[src/tfd_pkg.sv]
// ----------------------------------------------------------------------------
// tfd_pkg
// Shared types and constants of the TLV frame dispatcher: parser phases,
// result kinds, frame tags and the command word carried from front to back.
// ----------------------------------------------------------------------------
package tfd_pkg;

  typedef enum logic [1:0] {
    PH_LEN = 2'd0,
    PH_TAG = 2'd1,
    PH_PAY = 2'd2
  } phase_t;

  typedef enum logic [1:0] {
    KIND_STATUS = 2'd0,
    KIND_IR     = 2'd1,
    KIND_REG    = 2'd2
  } kind_t;

  localparam logic [7:0] TAG_STATUS   = 8'h00;
  localparam logic [7:0] TAG_IR       = 8'h03;
  localparam logic [7:0] TAG_REG      = 8'h06;
  localparam logic [7:0] TAG_IR_PARAM = 8'h08;

  localparam logic [7:0] REG_FRAME_LEN = 8'd6;
  localparam int unsigned REG_WORDS    = 16;

  localparam int unsigned STATUS_LEN   = 8;
  localparam int unsigned STATUS_CNT_W = $clog2(STATUS_LEN);
  localparam logic [7:0] STATUS_REPLY [STATUS_LEN] = '{
    8'h00, 8'h00, 8'h00, 8'h00, 8'h01, 8'h00, 8'h00, 8'h00
  };

  // One command from the parser, also the layout of one output word.
  typedef struct packed {
    kind_t        kind;
    logic [7:0]   data;
    logic [15:0]  param;
    logic [3:0]   index;
    logic [31:0]  value;
    logic         last;
  } cmd_t;

endpackage

[src/tfd_if.sv]
// ----------------------------------------------------------------------------
// tfd_in_if / tfd_out_if
// Valid/ready channels of the TLV frame dispatcher: the byte stream in and
// the result words out.
// ----------------------------------------------------------------------------
interface tfd_in_if;
  logic       valid;
  logic       ready;
  logic [7:0] in_byte;

  modport source (output valid, output in_byte, input ready);
  modport sink   (input valid, input in_byte, output ready);
endinterface

interface tfd_out_if;
  logic        valid;
  logic        ready;
  logic [1:0]  kind;
  logic [7:0]  out_byte;
  logic [15:0] ir_param;
  logic [3:0]  reg_index;
  logic [31:0] reg_value;
  logic        last;

  modport source (output valid, output kind, output out_byte, output ir_param,
                  output reg_index, output reg_value, output last, input ready);
  modport sink   (input valid, input kind, input out_byte, input ir_param,
                  input reg_index, input reg_value, input last, output ready);
endinterface

[src/tlv_frame_dispatcher_core.sv]
// ----------------------------------------------------------------------------
// tlv_frame_dispatcher_core
// Length-prefixed TLV deframer: status replies, register writes and IR bytes.
// ----------------------------------------------------------------------------
// The block takes one stream byte per word on in_ch and sustains one byte per
// cycle. Each frame is a length byte, a tag byte and that many payload bytes.
// IR payload bytes (tag 0x03, and tag 0x08 after its two parameter bytes) are
// forwarded as they arrive; a register frame (tag 0x06, length 6, offset below
// 16) gives one register-write word at its end; a status frame (tag 0x00) gives
// an eight-word reply at its end. A result word reaches out_ch through the
// queue register and then the output register. The result stage emits one
// word per cycle while out_ch.ready is high, so a status reply occupies it
// for eight output words; the command queue of QUEUE_DEPTH entries absorbs
// the bytes that follow, and in_ch.ready drops only while that queue is full.
// ----------------------------------------------------------------------------
module tlv_frame_dispatcher_core #(
  parameter int unsigned QUEUE_DEPTH = 4
) (
  input  logic       clk,
  input  logic       rst_n,
  tfd_in_if.sink     in_ch,
  tfd_out_if.source  out_ch
);

  localparam int unsigned LW = $clog2(QUEUE_DEPTH + 1);

  // Front to queue
  logic           q_push;
  tfd_pkg::cmd_t  q_cmd;
  logic           q_ready;

  // Queue to back
  logic           q_head_valid;
  tfd_pkg::cmd_t  q_head;
  logic           q_pop;
  logic [LW-1:0]  q_level;

  // Parse the byte stream; push one command per byte at most.
  tfd_front u_front (
    .clk     (clk),
    .rst_n   (rst_n),
    .in_ch   (in_ch),
    .q_ready (q_ready),
    .q_push  (q_push),
    .q_cmd   (q_cmd)
  );

  // Hold commands while the result stage is busy or stalled.
  tfd_queue #(
    .DEPTH (QUEUE_DEPTH)
  ) u_queue (
    .clk        (clk),
    .rst_n      (rst_n),
    .push       (q_push),
    .push_cmd   (q_cmd),
    .ready      (q_ready),
    .head_valid (q_head_valid),
    .head_cmd   (q_head),
    .pop        (q_pop),
    .level      (q_level)
  );

  // Expand commands into output words and drive the result channel.
  tfd_back u_back (
    .clk        (clk),
    .rst_n      (rst_n),
    .head_valid (q_head_valid),
    .head_cmd   (q_head),
    .pop        (q_pop),
    .out_ch     (out_ch)
  );

  // Never push into a full queue.
  a_no_overflow: assert property (@(posedge clk) disable iff (!rst_n)
    q_push |-> (q_level < LW'(QUEUE_DEPTH)))
    else $error("command pushed into full queue");

  // Never pop an empty queue.
  a_no_underflow: assert property (@(posedge clk) disable iff (!rst_n)
    q_pop |-> (q_level != '0))
    else $error("command popped from empty queue");

  // Drop the output word on reset.
  a_reset_clears_out: assert property (@(posedge clk)
    !rst_n |=> !out_ch.valid)
    else $error("output valid after reset");

endmodule

[src/tfd_front.sv]
// ----------------------------------------------------------------------------
// tfd_front
// Frame parser: takes one stream byte per word, tracks the frame phase and
// pushes at most one command per byte into the queue.
// ----------------------------------------------------------------------------
module tfd_front (
  input  logic           clk,
  input  logic           rst_n,
  tfd_in_if.sink         in_ch,
  input  logic           q_ready,
  output logic           q_push,
  output tfd_pkg::cmd_t  q_cmd
);

  tfd_pkg::phase_t phase_r, phase_nxt;
  logic [7:0]  rem_r, rem_nxt;
  logic [7:0]  len_r, len_nxt;
  logic [7:0]  tag_r, tag_nxt;
  logic [7:0]  off_r, off_nxt;
  logic [15:0] param_r, param_nxt;
  logic [31:0] value_r, value_nxt;

  logic       acc;
  logic [7:0] b;
  logic [7:0] idx;
  logic [7:0] rem_dec;
  logic       lastb;
  logic       emit_ir;
  logic       reg_frame;

  assign in_ch.ready = q_ready;
  assign acc         = in_ch.valid && q_ready;
  assign b           = in_ch.in_byte;
  assign idx         = len_r - rem_r;
  assign rem_dec     = rem_r - 8'd1;
  assign lastb       = (rem_dec == 8'd0);
  assign reg_frame   = (tag_r == tfd_pkg::TAG_REG) && (len_r == tfd_pkg::REG_FRAME_LEN);

  always_comb begin
    phase_nxt = phase_r;
    rem_nxt   = rem_r;
    len_nxt   = len_r;
    tag_nxt   = tag_r;
    off_nxt   = off_r;
    param_nxt = param_r;
    value_nxt = value_r;
    emit_ir   = 1'b0;
    q_push    = 1'b0;
    q_cmd     = '0;
    if (acc) begin
      unique case (phase_r)
        tfd_pkg::PH_TAG: begin
          tag_nxt = b;
          if (rem_r == 8'd0) begin
            phase_nxt = tfd_pkg::PH_LEN;
            if (b == tfd_pkg::TAG_STATUS) begin
              q_push     = 1'b1;
              q_cmd.kind = tfd_pkg::KIND_STATUS;
            end
          end else begin
            phase_nxt = tfd_pkg::PH_PAY;
          end
        end
        tfd_pkg::PH_PAY: begin
          rem_nxt = rem_dec;
          if (tag_r == tfd_pkg::TAG_IR) begin
            emit_ir = 1'b1;
          end else if (tag_r == tfd_pkg::TAG_IR_PARAM) begin
            if (idx == 8'd0) begin
              param_nxt[7:0] = b;
            end else if (idx == 8'd1) begin
              param_nxt[15:8] = b;
            end else begin
              emit_ir = 1'b1;
            end
          end else if (reg_frame) begin
            unique case (idx)
              8'd0:    off_nxt = b;
              8'd2:    value_nxt[7:0]   = b;
              8'd3:    value_nxt[15:8]  = b;
              8'd4:    value_nxt[23:16] = b;
              8'd5:    value_nxt[31:24] = b;
              default: ;
            endcase
          end
          if (emit_ir) begin
            q_push      = 1'b1;
            q_cmd.kind  = tfd_pkg::KIND_IR;
            q_cmd.data  = b;
            q_cmd.param = (tag_r == tfd_pkg::TAG_IR_PARAM) ? param_r : 16'd0;
            q_cmd.last  = lastb;
          end
          if (lastb) begin
            phase_nxt = tfd_pkg::PH_LEN;
            if (!emit_ir) begin
              if (tag_r == tfd_pkg::TAG_STATUS) begin
                q_push     = 1'b1;
                q_cmd.kind = tfd_pkg::KIND_STATUS;
              end else if (reg_frame &&
                           ({1'b0, off_nxt} < 9'(tfd_pkg::REG_WORDS))) begin
                q_push      = 1'b1;
                q_cmd.kind  = tfd_pkg::KIND_REG;
                q_cmd.index = off_nxt[3:0];
                q_cmd.value = value_nxt;
              end
            end
          end
        end
        default: begin
          len_nxt   = b;
          rem_nxt   = b;
          phase_nxt = tfd_pkg::PH_TAG;
        end
      endcase
    end
  end

  always_ff @(posedge clk) begin
    if (!rst_n) begin
      phase_r <= tfd_pkg::PH_LEN;
      rem_r   <= 8'd0;
      len_r   <= 8'd0;
      tag_r   <= 8'd0;
      off_r   <= 8'd0;
      param_r <= 16'd0;
      value_r <= 32'd0;
    end else begin
      phase_r <= phase_nxt;
      rem_r   <= rem_nxt;
      len_r   <= len_nxt;
      tag_r   <= tag_nxt;
      off_r   <= off_nxt;
      param_r <= param_nxt;
      value_r <= value_nxt;
    end
  end

endmodule

[src/tfd_queue.sv]
// ----------------------------------------------------------------------------
// tfd_queue
// Small command FIFO between parser and result stage.
// ----------------------------------------------------------------------------
module tfd_queue #(
  parameter int unsigned DEPTH = 4
) (
  input  logic                          clk,
  input  logic                          rst_n,
  input  logic                          push,
  input  tfd_pkg::cmd_t                 push_cmd,
  output logic                          ready,
  output logic                          head_valid,
  output tfd_pkg::cmd_t                 head_cmd,
  input  logic                          pop,
  output logic [$clog2(DEPTH+1)-1:0]    level
);

  localparam int unsigned AW = (DEPTH > 1) ? $clog2(DEPTH) : 1;
  localparam int unsigned LW = $clog2(DEPTH + 1);

  tfd_pkg::cmd_t mem_r [DEPTH];
  logic [AW-1:0] wr_ptr_r, wr_ptr_nxt;
  logic [AW-1:0] rd_ptr_r, rd_ptr_nxt;
  logic [LW-1:0] cnt_r, cnt_nxt;

  assign ready      = (cnt_r != LW'(DEPTH));
  assign head_valid = (cnt_r != '0);
  assign head_cmd   = mem_r[rd_ptr_r];
  assign level      = cnt_r;

  always_comb begin
    wr_ptr_nxt = wr_ptr_r;
    rd_ptr_nxt = rd_ptr_r;
    cnt_nxt    = cnt_r;
    if (push) begin
      wr_ptr_nxt = (wr_ptr_r == AW'(DEPTH - 1)) ? '0 : wr_ptr_r + 1'b1;
    end
    if (pop) begin
      rd_ptr_nxt = (rd_ptr_r == AW'(DEPTH - 1)) ? '0 : rd_ptr_r + 1'b1;
    end
    priority if (push && !pop) begin
      cnt_nxt = cnt_r + 1'b1;
    end else if (pop && !push) begin
      cnt_nxt = cnt_r - 1'b1;
    end else begin
      cnt_nxt = cnt_r;
    end
  end

  always_ff @(posedge clk) begin
    if (push) begin
      mem_r[wr_ptr_r] <= push_cmd;
    end
  end

  always_ff @(posedge clk) begin
    if (!rst_n) begin
      wr_ptr_r <= '0;
      rd_ptr_r <= '0;
      cnt_r    <= '0;
    end else begin
      wr_ptr_r <= wr_ptr_nxt;
      rd_ptr_r <= rd_ptr_nxt;
      cnt_r    <= cnt_nxt;
    end
  end

endmodule

[src/tfd_back.sv]
// ----------------------------------------------------------------------------
// tfd_back
// Result stage: turns queued commands into output words, expanding a status
// command into the eight-byte reply, and holds them in an output register.
// ----------------------------------------------------------------------------
module tfd_back (
  input  logic           clk,
  input  logic           rst_n,
  input  logic           head_valid,
  input  tfd_pkg::cmd_t  head_cmd,
  output logic           pop,
  tfd_out_if.source      out_ch
);

  logic                              ov_r, ov_nxt;
  tfd_pkg::cmd_t                     word_r, word_nxt;
  logic [tfd_pkg::STATUS_CNT_W-1:0]  scnt_r, scnt_nxt;
  logic                              load;
  logic                              slast;

  assign load  = !ov_r || out_ch.ready;
  assign slast = (scnt_r == tfd_pkg::STATUS_CNT_W'(tfd_pkg::STATUS_LEN - 1));

  always_comb begin
    ov_nxt   = ov_r && !out_ch.ready;
    word_nxt = word_r;
    scnt_nxt = scnt_r;
    pop      = 1'b0;
    if (load && head_valid) begin
      ov_nxt = 1'b1;
      if (head_cmd.kind == tfd_pkg::KIND_STATUS) begin
        word_nxt      = '0;
        word_nxt.kind = tfd_pkg::KIND_STATUS;
        word_nxt.data = tfd_pkg::STATUS_REPLY[scnt_r];
        word_nxt.last = slast;
        if (slast) begin
          scnt_nxt = '0;
          pop      = 1'b1;
        end else begin
          scnt_nxt = scnt_r + 1'b1;
        end
      end else begin
        word_nxt = head_cmd;
        pop      = 1'b1;
      end
    end
  end

  always_ff @(posedge clk) begin
    if (!rst_n) begin
      ov_r   <= 1'b0;
      scnt_r <= '0;
    end else begin
      ov_r   <= ov_nxt;
      scnt_r <= scnt_nxt;
    end
  end

  always_ff @(posedge clk) begin
    word_r <= word_nxt;
  end

  assign out_ch.valid     = ov_r;
  assign out_ch.kind      = 2'(word_r.kind);
  assign out_ch.out_byte  = word_r.data;
  assign out_ch.ir_param  = word_r.param;
  assign out_ch.reg_index = word_r.index;
  assign out_ch.reg_value = word_r.value;
  assign out_ch.last      = word_r.last;

endmodule
[src/flat_wrapper.sv]
// flat-port wrapper written by rule: the top's interface ports become plain ports
module tlv_frame_dispatcher_core_flat 
#(
  parameter int unsigned QUEUE_DEPTH = 4
)
  (clk, rst_n, in_ch_valid, in_ch_in_byte, in_ch_ready, out_ch_valid, out_ch_kind, out_ch_out_byte, out_ch_ir_param, out_ch_reg_index, out_ch_reg_value, out_ch_last, out_ch_ready);
  tfd_in_if in_ch_i ();
  tfd_out_if out_ch_i ();
  input  logic clk;
  input  logic rst_n;
  input wire logic [$bits(in_ch_i.valid)-1:0] in_ch_valid;
  input wire logic [$bits(in_ch_i.in_byte)-1:0] in_ch_in_byte;
  output wire logic [$bits(in_ch_i.ready)-1:0] in_ch_ready;
  output wire logic [$bits(out_ch_i.valid)-1:0] out_ch_valid;
  output wire logic [$bits(out_ch_i.kind)-1:0] out_ch_kind;
  output wire logic [$bits(out_ch_i.out_byte)-1:0] out_ch_out_byte;
  output wire logic [$bits(out_ch_i.ir_param)-1:0] out_ch_ir_param;
  output wire logic [$bits(out_ch_i.reg_index)-1:0] out_ch_reg_index;
  output wire logic [$bits(out_ch_i.reg_value)-1:0] out_ch_reg_value;
  output wire logic [$bits(out_ch_i.last)-1:0] out_ch_last;
  input wire logic [$bits(out_ch_i.ready)-1:0] out_ch_ready;
  assign in_ch_i.valid = in_ch_valid;
  assign in_ch_i.in_byte = in_ch_in_byte;
  assign in_ch_ready = in_ch_i.ready;
  assign out_ch_valid = out_ch_i.valid;
  assign out_ch_kind = out_ch_i.kind;
  assign out_ch_out_byte = out_ch_i.out_byte;
  assign out_ch_ir_param = out_ch_i.ir_param;
  assign out_ch_reg_index = out_ch_i.reg_index;
  assign out_ch_reg_value = out_ch_i.reg_value;
  assign out_ch_last = out_ch_i.last;
  assign out_ch_i.ready = out_ch_ready;
  tlv_frame_dispatcher_core #(.QUEUE_DEPTH(QUEUE_DEPTH)) u_core (.clk(clk), .rst_n(rst_n), .in_ch(in_ch_i), .out_ch(out_ch_i));
endmodule
[config.mk]
export PLATFORM = sky130hd
export DESIGN_NAME = tlv_frame_dispatcher_core_flat
export DESIGN_NICKNAME = d
export VERILOG_FILES = /design/src/tfd_pkg.sv /design/src/tfd_if.sv /design/src/tlv_frame_dispatcher_core.sv /design/src/tfd_front.sv /design/src/tfd_queue.sv /design/src/tfd_back.sv /design/src/flat_wrapper.sv
export SDC_FILE = /design/constraint.sdc
export NUM_CORES = 1
export LEC_CHECK = 0
export BUFFER_PORTS_ARGS = -buffer_cell sky130_fd_sc_hd__buf_2
export CORE_MARGIN = 2
export CORE_UTILIZATION = 40
export CTS_CLUSTER_SIZE = 16
export DETAILED_ROUTE_END_ITERATION = 7
export GPL_TIMING_DRIVEN = 0
export MAX_ROUTING_LAYER = met4
export SETUP_SLACK_MARGIN = 0.4
export SLEW_MARGIN = 10
export SYNTH_ARGS = -nofsm -noshare
export SYNTH_HDL_FRONTEND = slang
export SYNTH_SLANG_ARGS = --single-unit
export TNS_END_PERCENT = 1
[constraint.sdc]
create_clock -name clk -period 12.4 [get_ports clk]
set_clock_uncertainty 0.05 [all_clocks]
set_input_delay 1.24 -clock clk [delete_from_list [all_inputs] [get_ports clk]]
set_output_delay 1.24 -clock clk [all_outputs]
set_load 0.01 [all_outputs]
## Word level (Yosys, flattened, before mapping)

Memory sizes are Yosys's and may differ from the RTL's. A register that Yosys moved wholly into a read port is not among the register bits.
Index checks and enable logic that the tools add are counted.
W data, S select, Z words.

- Output and inout port bits: 65
- Memories kept: 2
- Bits in writable memories: 252
- Register bits after elaboration: 156
- Word-level logic and storage cells: 142
- Memory bits (read-only): 64
- Input port bits: 12

- Equal/unequal tests: 16
- Muxes and demuxes: 62
- Bitwise operators: 5
- Add/subtract/negate cells: 7
- Reductions and logical operators: 29
- Magnitude comparators: 2

Memories:

| memory | depth | bits a word | read ports | clocked after Yosys merged registers in | write ports | line | source |
|---|---|---|---|---|---|---|---|
| u_core.u_queue.mem_r | 4 | 63 | 1 | 1 | 1 | tfd_queue.sv:22 | `tfd_pkg::cmd_t mem_r [DEPTH];` |
| (no name shown) | 8 | 8 | 1 | 0 | 0 | tfd_back.sv:34 | `word_nxt.data = tfd_pkg::STATUS_REPLY[scnt_r];` |

Operators with widths:

| operator | count |
|---|---|
| $mux W36 | 4 |
| $mux W61 | 2 |
| $mux W32 | 3 |
| $mux W8 | 12 |
| $mux W63 | 1 |
| $logic_not A8 Y1 | 5 |
| $eq A8 B3 Y1 const B | 4 |
| $mux W25 | 1 |
| $eq A8 B2 Y1 const B | 3 |
| $mux W2 | 11 |
| $mux W1 | 21 |
| $mux W16 | 1 |
| $pmux W8 S2 | 1 |
| $reduce_and A2 Y1 | 6 |
| $mux W3 | 3 |
| $eq A8 B1 Y1 const B | 1 |
| $eq A8 B4 Y1 const B | 1 |
| $lt A8 B5 Y1 const B | 1 |
| $sub A8 B1 Y8 const B | 1 |
| $sub A8 B8 Y8 | 1 |
| $logic_and A1 B1 Y1 | 7 |
| $add A3 B1 Y3 const B | 2 |
| $eq A2 B2 Y1 const B | 3 |
| $reduce_and A6 Y1 | 1 |
| other kinds (18) | 25 |

## Depth between registers and ports, before layout

- Depth after elaboration: 20
- Depth in mapped cells: 18
- Mapped depth without buffers: 17

## Modules after synthesis

A second synthesis with hierarchy kept.

- Cells, all modules: 1077
- Area total of the unflattened synthesis: 16761.1 µm²

By module, submodules not included:

| module | area an instance (µm²) | cells an instance | times used | seq. area each (µm²) |
|---|---|---|---|---|
| tfd_queue | 9621.7 | 374 | 1 | 7747.4 |
| tfd_front | 4563.1 | 543 | 1 | 1641.6 |
| tfd_back | 2576.2 | 160 | 1 | 1971.9 |

## Worst setup path before layout

Ideal clock, no wire load.

- Kind: input port to flip-flop
- Start: input port out_ch_ready
- End: register u_core.u_queue.cnt_r[2], in the netlist u_core.u_queue.level[2]
- Buffers on the path: 0
- Data required time: 12.274 ns
- Path slack: 5.977 ns
- Cell stages on the path: 9
- Setup time: 0.076 ns
- Arrival: 6.298 ns
- Path through: inv_1 > a21oi_1 > o31ai_1 > ha_1 > inv_1 > fa_1 > xor2_1 > or3_1 > a21boi_0

- Word-level cells in the longest chain between the ends: 6
- Elaborated cells on any way between the ends: 8
- Classes of those cells: mux: 2; reduce/logical: 6

RTL lines:

| element | line | source |
|---|---|---|
| start: declaration | flat_wrapper.sv:21 | `input wire logic [$bits(out_ch_i.ready)-1:0] out_ch_ready;` |
| $logic_or A1 B1 Y1 * | tfd_back.sv:21 | `assign load = !ov_r \|\| out_ch.ready;` |
| $logic_and A1 B1 Y1 * | tfd_back.sv:29 | `if (load && head_valid) begin` |
| $mux W1 * | tfd_back.sv:29 |  |
| $logic_not A1 Y1 | tfd_queue.sv:42 | `priority if (push && !pop) begin` |
| $logic_and A1 B1 Y1 | tfd_queue.sv:42 |  |
| $mux W3 / $reduce_bool A2 Y1 (equally long branches) | - |  |
| end signal: assignment | tfd_queue.sv:65 | `cnt_r <= cnt_nxt;` |
| end: declaration | tfd_queue.sv:25 | `logic [LW-1:0] cnt_r, cnt_nxt;` |

Mark *: on every way between the ends. The rest lies on a longest branch, timed or not.
A chain may end at the register's enable or synchronous reset.

## Worst setup path after layout

- Start: register u_core.u_front.rem_r[0]
- End: register u_core.u_queue.cnt_r[2], in the netlist u_core.u_queue.level[2]

- Word-level cells in the longest chain between the ends: 19
- Elaborated cells on any way between the ends: 33
- Classes of those cells: add/sub: 2; order compare: 1; eq/ne: 1; mux: 21; reduce/logical: 8

RTL lines:

| element | line | source |
|---|---|---|
| start: declaration | tfd_front.sv:16 | `logic [7:0] rem_r, rem_nxt;` |
| start signal: assignment | tfd_front.sv:129 | `rem_r <= rem_nxt;` |
| $sub A8 B8 Y8 | tfd_front.sv:34 | `assign idx = len_r - rem_r;` |
| $logic_not A8 Y1 | tfd_front.sv:69, tfd_front.sv:77 |  |
| $mux W8 | tfd_front.sv:77 | `unique case (idx)` |
| $mux W8 | tfd_front.sv:76 | `end else if (reg_frame) begin` |
| $mux W8 | tfd_front.sv:68 | `end else if (tag_r == tfd_pkg::TAG_IR_PARAM) begin` |
| $mux W8 | tfd_front.sv:66 | `if (tag_r == tfd_pkg::TAG_IR) begin` |
| $mux W8 | tfd_front.sv:51 | `unique case (phase_r)` |
| $mux W8 | tfd_front.sv:50 | `if (acc) begin` |
| [4 not listed] | - |  |
| $mux W1 | tfd_front.sv:95 | `if (!emit_ir) begin` |
| $mux W1 | tfd_front.sv:93 | `if (lastb) begin` |
| $pmux W1 S2 * | tfd_front.sv:51 |  |
| $mux W1 * | tfd_front.sv:50 |  |
| net u_core.q_push | tlv_frame_dispatcher_core.sv:28 | `logic q_push;` |
| $logic_not A1 Y1 | tfd_queue.sv:44 | `end else if (pop && !push) begin` |
| $logic_and A1 B1 Y1 | tfd_queue.sv:44 |  |
| $reduce_bool A2 Y1 (no source line) | - |  |

The timed path passes the listed nets; every way through them passes the cells marked *. The select of a mux whose other input is x is not followed.

==> flow_summary.yaml <==
power_and_ir_drop:
  comb_power_share_pct: 15.3
  p_seq_share_pct: 48.2
  vdd_drop_max_uv: 83.7
  pwr-share-clk_pct: 36.5
  leakage_nw: 6.31
  p_switching_uw: 855
  p_sw_share_pct: 25.1
  finalPower_mw: 3.40
  p_per_area_nw_per_um2: 174
  intPower_mw: 2.55
logic_synthesis:
  synthCells: 1105
  synth_top_family_by_area: "multiplexers"
  async_flop_share_pct: 0
  synth-main-ff-cell: "edfxtp_1"
  synth-simple-area-share_pct: 11.7
  syn_area_um2: 17000
  synth-compound-area-share_pct: 3.09
  avgSynthCellArea_um2: 15.4
  ys_warn_count: 0
  yosysUniqueCellTypes: 64
  synth.net_count: 1141
  synthXorXnorAreaFrac_pct: 0.361
  synthMuxAreaShare_pct: 14.1
  ys_ff_latch: 410
  synthAdderAreaFrac_pct: 1.86
  ys_seq_area_share_pct: 66.9
  synth_edf_count: 315
timing:
  whs_ns: 0.418
  finalMaxSlewViolations: 0
  worstMarginPinSlew_ns: 0.983
  grt_setup_unrepaired: "false"
  setup_slack_ns: 7.43
  fin_crit_ns: 4.97
  fin_crit_sh_pct: 40.1
  slew_headroom_pct: 33.9
  fmax_ghz: 0.201
  hold_viol_final: 0
  finalSetupViolCount: 0
  setup_tns_ns: 0
place:
  place_inst: 1720
  dpl_cell_area_um2: 18200
  port-buffer-count: 70
  post-dp-hpwl_mm: 23.0
  post-place-ws_ns: 7.31
  gp_congestion: 0.845
floorplanning:
  dieArea_um2: 44100
  rows: 75
  core_um2: 41900
  die_w_um: 210
  io_pins: 77
  die_h_um: 210
  initial_core_util_pct: 40.5
cts:
  holdBufCountCts: 0
  cts_tree: "done"
  clk_latency_ns: 0.54
  ctsResizeCount: 0
  htreeDepth: 2
  cts_post_setup_buffers_inserted: 0
  clock-sinks: 410
  clock_path_buffers: 3
  clk_pin_slew_ns: 0.07
  cts-root-buf: "clkbuf_16"
  numCtsBuffers: 42
route:
  vias: 9242
  drcViolationCount: 0
  wl_per_cell_um: 20.0
  drtAntennaViolNets: 0
  drt_wl_total_mm: 35.9
  via_per_inst: 5.15
  dr.first_iter.drc_count: 643
  drt_pass1_iterations: 4
layout:
  drive_gt1_share_pct: 18.5
  finalNonFillerCells: 1796
  postLayoutCoreUtil_pct: 46.6
  fin_area_um2: 19500
  diodes: 0
  area_delta_synth_final_pct: 15.0
  fin_nets: 1261
grt:
  grt_pass1_wl_mm: 55.2
  grt_pass1_vias: 9379
  antenna_found_initial: 0
  track_usage_pct: 17.0
  grt_max_degree: 50
  overflow: 0
setup_path:
  cp_max_fo: 7
  max_stage_delay_ns: 0.49
  critPathCaptureType: "register"
  cpMaxStageDelayCell: "dfxtp_1"
  arrival_ns: 5.38
  crit_chain: "ha_1 > inv_1 > fa_1 > a21o_1 > a2111oi_0 > a31oi_1 > nor3_1 > nand3_1 > o2111ai_1 > nor4bb_1 > clkbuf_1 > ha_1 > inv_1 > fa_1 > xor2_1 > or3_1 > a21boi_0"
  setup.worst_path.start_class: "register"
  required_ns: 12.81
  critical_path_class: "reg2reg"
status:
  status: "finished clean"
flow_run:
  max_cap_viol_count: 0
hold_path:
  hold_class: "reg2reg"
-- power groups by stage --
stage | clock network, mW | registers [mW] | logic (mW)
2_1_floorplan | 0 | 1.73 | 0.283
3_3_place_gp | 0 | 1.69 | 0.503
3_5_place_dp | 0 | 1.67 | 0.530
4_1_cts | 1.27 | 1.64 | 0.532
5_1_grt | 1.32 | 1.65 | 0.575
6_report | 1.24 | 1.64 | 0.522
-- path summary, 6_finish.rpt --
check	from	to	slack, ns	depth (start not counted)
worst min register to register	u_core.u_front.off_r[7]$_SDFFE_PN0P_	u_core.u_front.off_r[7]$_SDFFE_PN0P_	0.42	2
worst min-delay path	u_core.u_front.off_r[7]$_SDFFE_PN0P_	u_core.u_front.off_r[7]$_SDFFE_PN0P_	0.42	2
worst max register to register	u_core.u_front.rem_r[0]$_SDFFE_PN0P_	u_core.u_queue.level[2]$_SDFFE_PN0P_	7.43	17
worst max-delay path	u_core.u_front.rem_r[0]$_SDFFE_PN0P_	u_core.u_queue.level[2]$_SDFFE_PN0P_	7.43	17
-- cells in the mapped netlist, types with 22 or more instances --
cell        n  area share [%]
a21boi_0   27             1.2
and2_1     34             1.3
clkbuf_1   47             1.0
dfxtp_1    95              11
edfxtp_1  315              56
ha_1       22             1.6
mux2i_1    95             5.6
mux4_2     63             8.4
nand2_1    55             1.2
nand3_1    24            0.71
nor2_1     56             1.2
nor2b_1   120             4.4
-- flip-flops by register name (all words and copies together) (netlist names), 2 cells and up, named ones only --
register                        cells
u_core.u_queue.level                3
u_core.u_queue.wr_ptr_r             2
u_core.u_back.scnt_r                3
u_core.u_back.out_ch.out_byte       8
u_core.u_back.out_ch.kind           2
u_core.u_back.out_ch.ir_param      16
u_core.u_front.off_r                8
u_core.u_front.tag_r                8
u_core.u_front.len_r                8
u_core.u_back.out_ch.reg_index      4
u_core.u_front.phase_r              2
u_core.u_front.value_r             32
u_core.u_back.out_ch.reg_value     32
u_core.u_queue.rd_ptr_r             2
u_core.u_front.rem_r                8
u_core.u_front.param_r             16
u_core.u_queue.mem_r              252
-- layout by cell type (no fill, tap or decap), types with 5 or more instances in the layout --
cell type    n
nor2_1      55
nand2b_1    11
xnor2_1      5
clkbuf_16   43
clkbuf_1    54
inv_1       20
mux2i_1     95
buf_2       72
mux4_2      63
nor3_1       6
dfxtp_1     95
nor4_1       8
edfxtp_1   315
buf_1        7
buf_4        7
ha_1        22
clkinv_1    10
nand2_1     55
nor2b_1    120
a21boi_0    27
a21oi_1     17
clkinv_2     6
and2_1      30
nand3_1     24
-- kinds of logic after synthesis --
kind of cell	after synthesis
AOI/OAI and AO/OA	72
xor gates and xnor gates	7
adders and majority gates	24
buffers and inverters	83
DFF	410
muxes	160
and+or+nand+nor	349
-- critical path: cells and delay by family (launching register included) --
| family | cells | cell delay (ns) |
|---|---|---|
| DFF | 1 | 0.49 |
| AOI/OAI and AO/OA | 5 | 1.17 |
| adders and majority gates | 4 | 1.31 |
| xor gates and xnor gates | 1 | 0.18 |
| and+or+nand+nor | 4 | 1.22 |
| buffers and inverters | 3 | 0.47 |
-- area by class of cell --
cell class / instances / area [um2]
fill: 3660 / 22400
clock buffer: 52 / 1130
buffer: 63 / 265
clock inverter: 24 / 219
timing repair buffer: 76 / 500
tap: 539 / 674
sequential: 410 / 11400
inverter: 20 / 75.1
multi-input combinational: 612 / 5300
-- layer usage --
metal  vias to the layer above  track usage [%]  part of all wire, %
met1                      4628             21.8                   44
li1                       4361                -                    -
met2                       195             28.2                   49
met3                        58             2.70                  4.1
met5                         -                -                    0
met4                         0             5.28                  2.5
(Power assumes the default switching activity.)
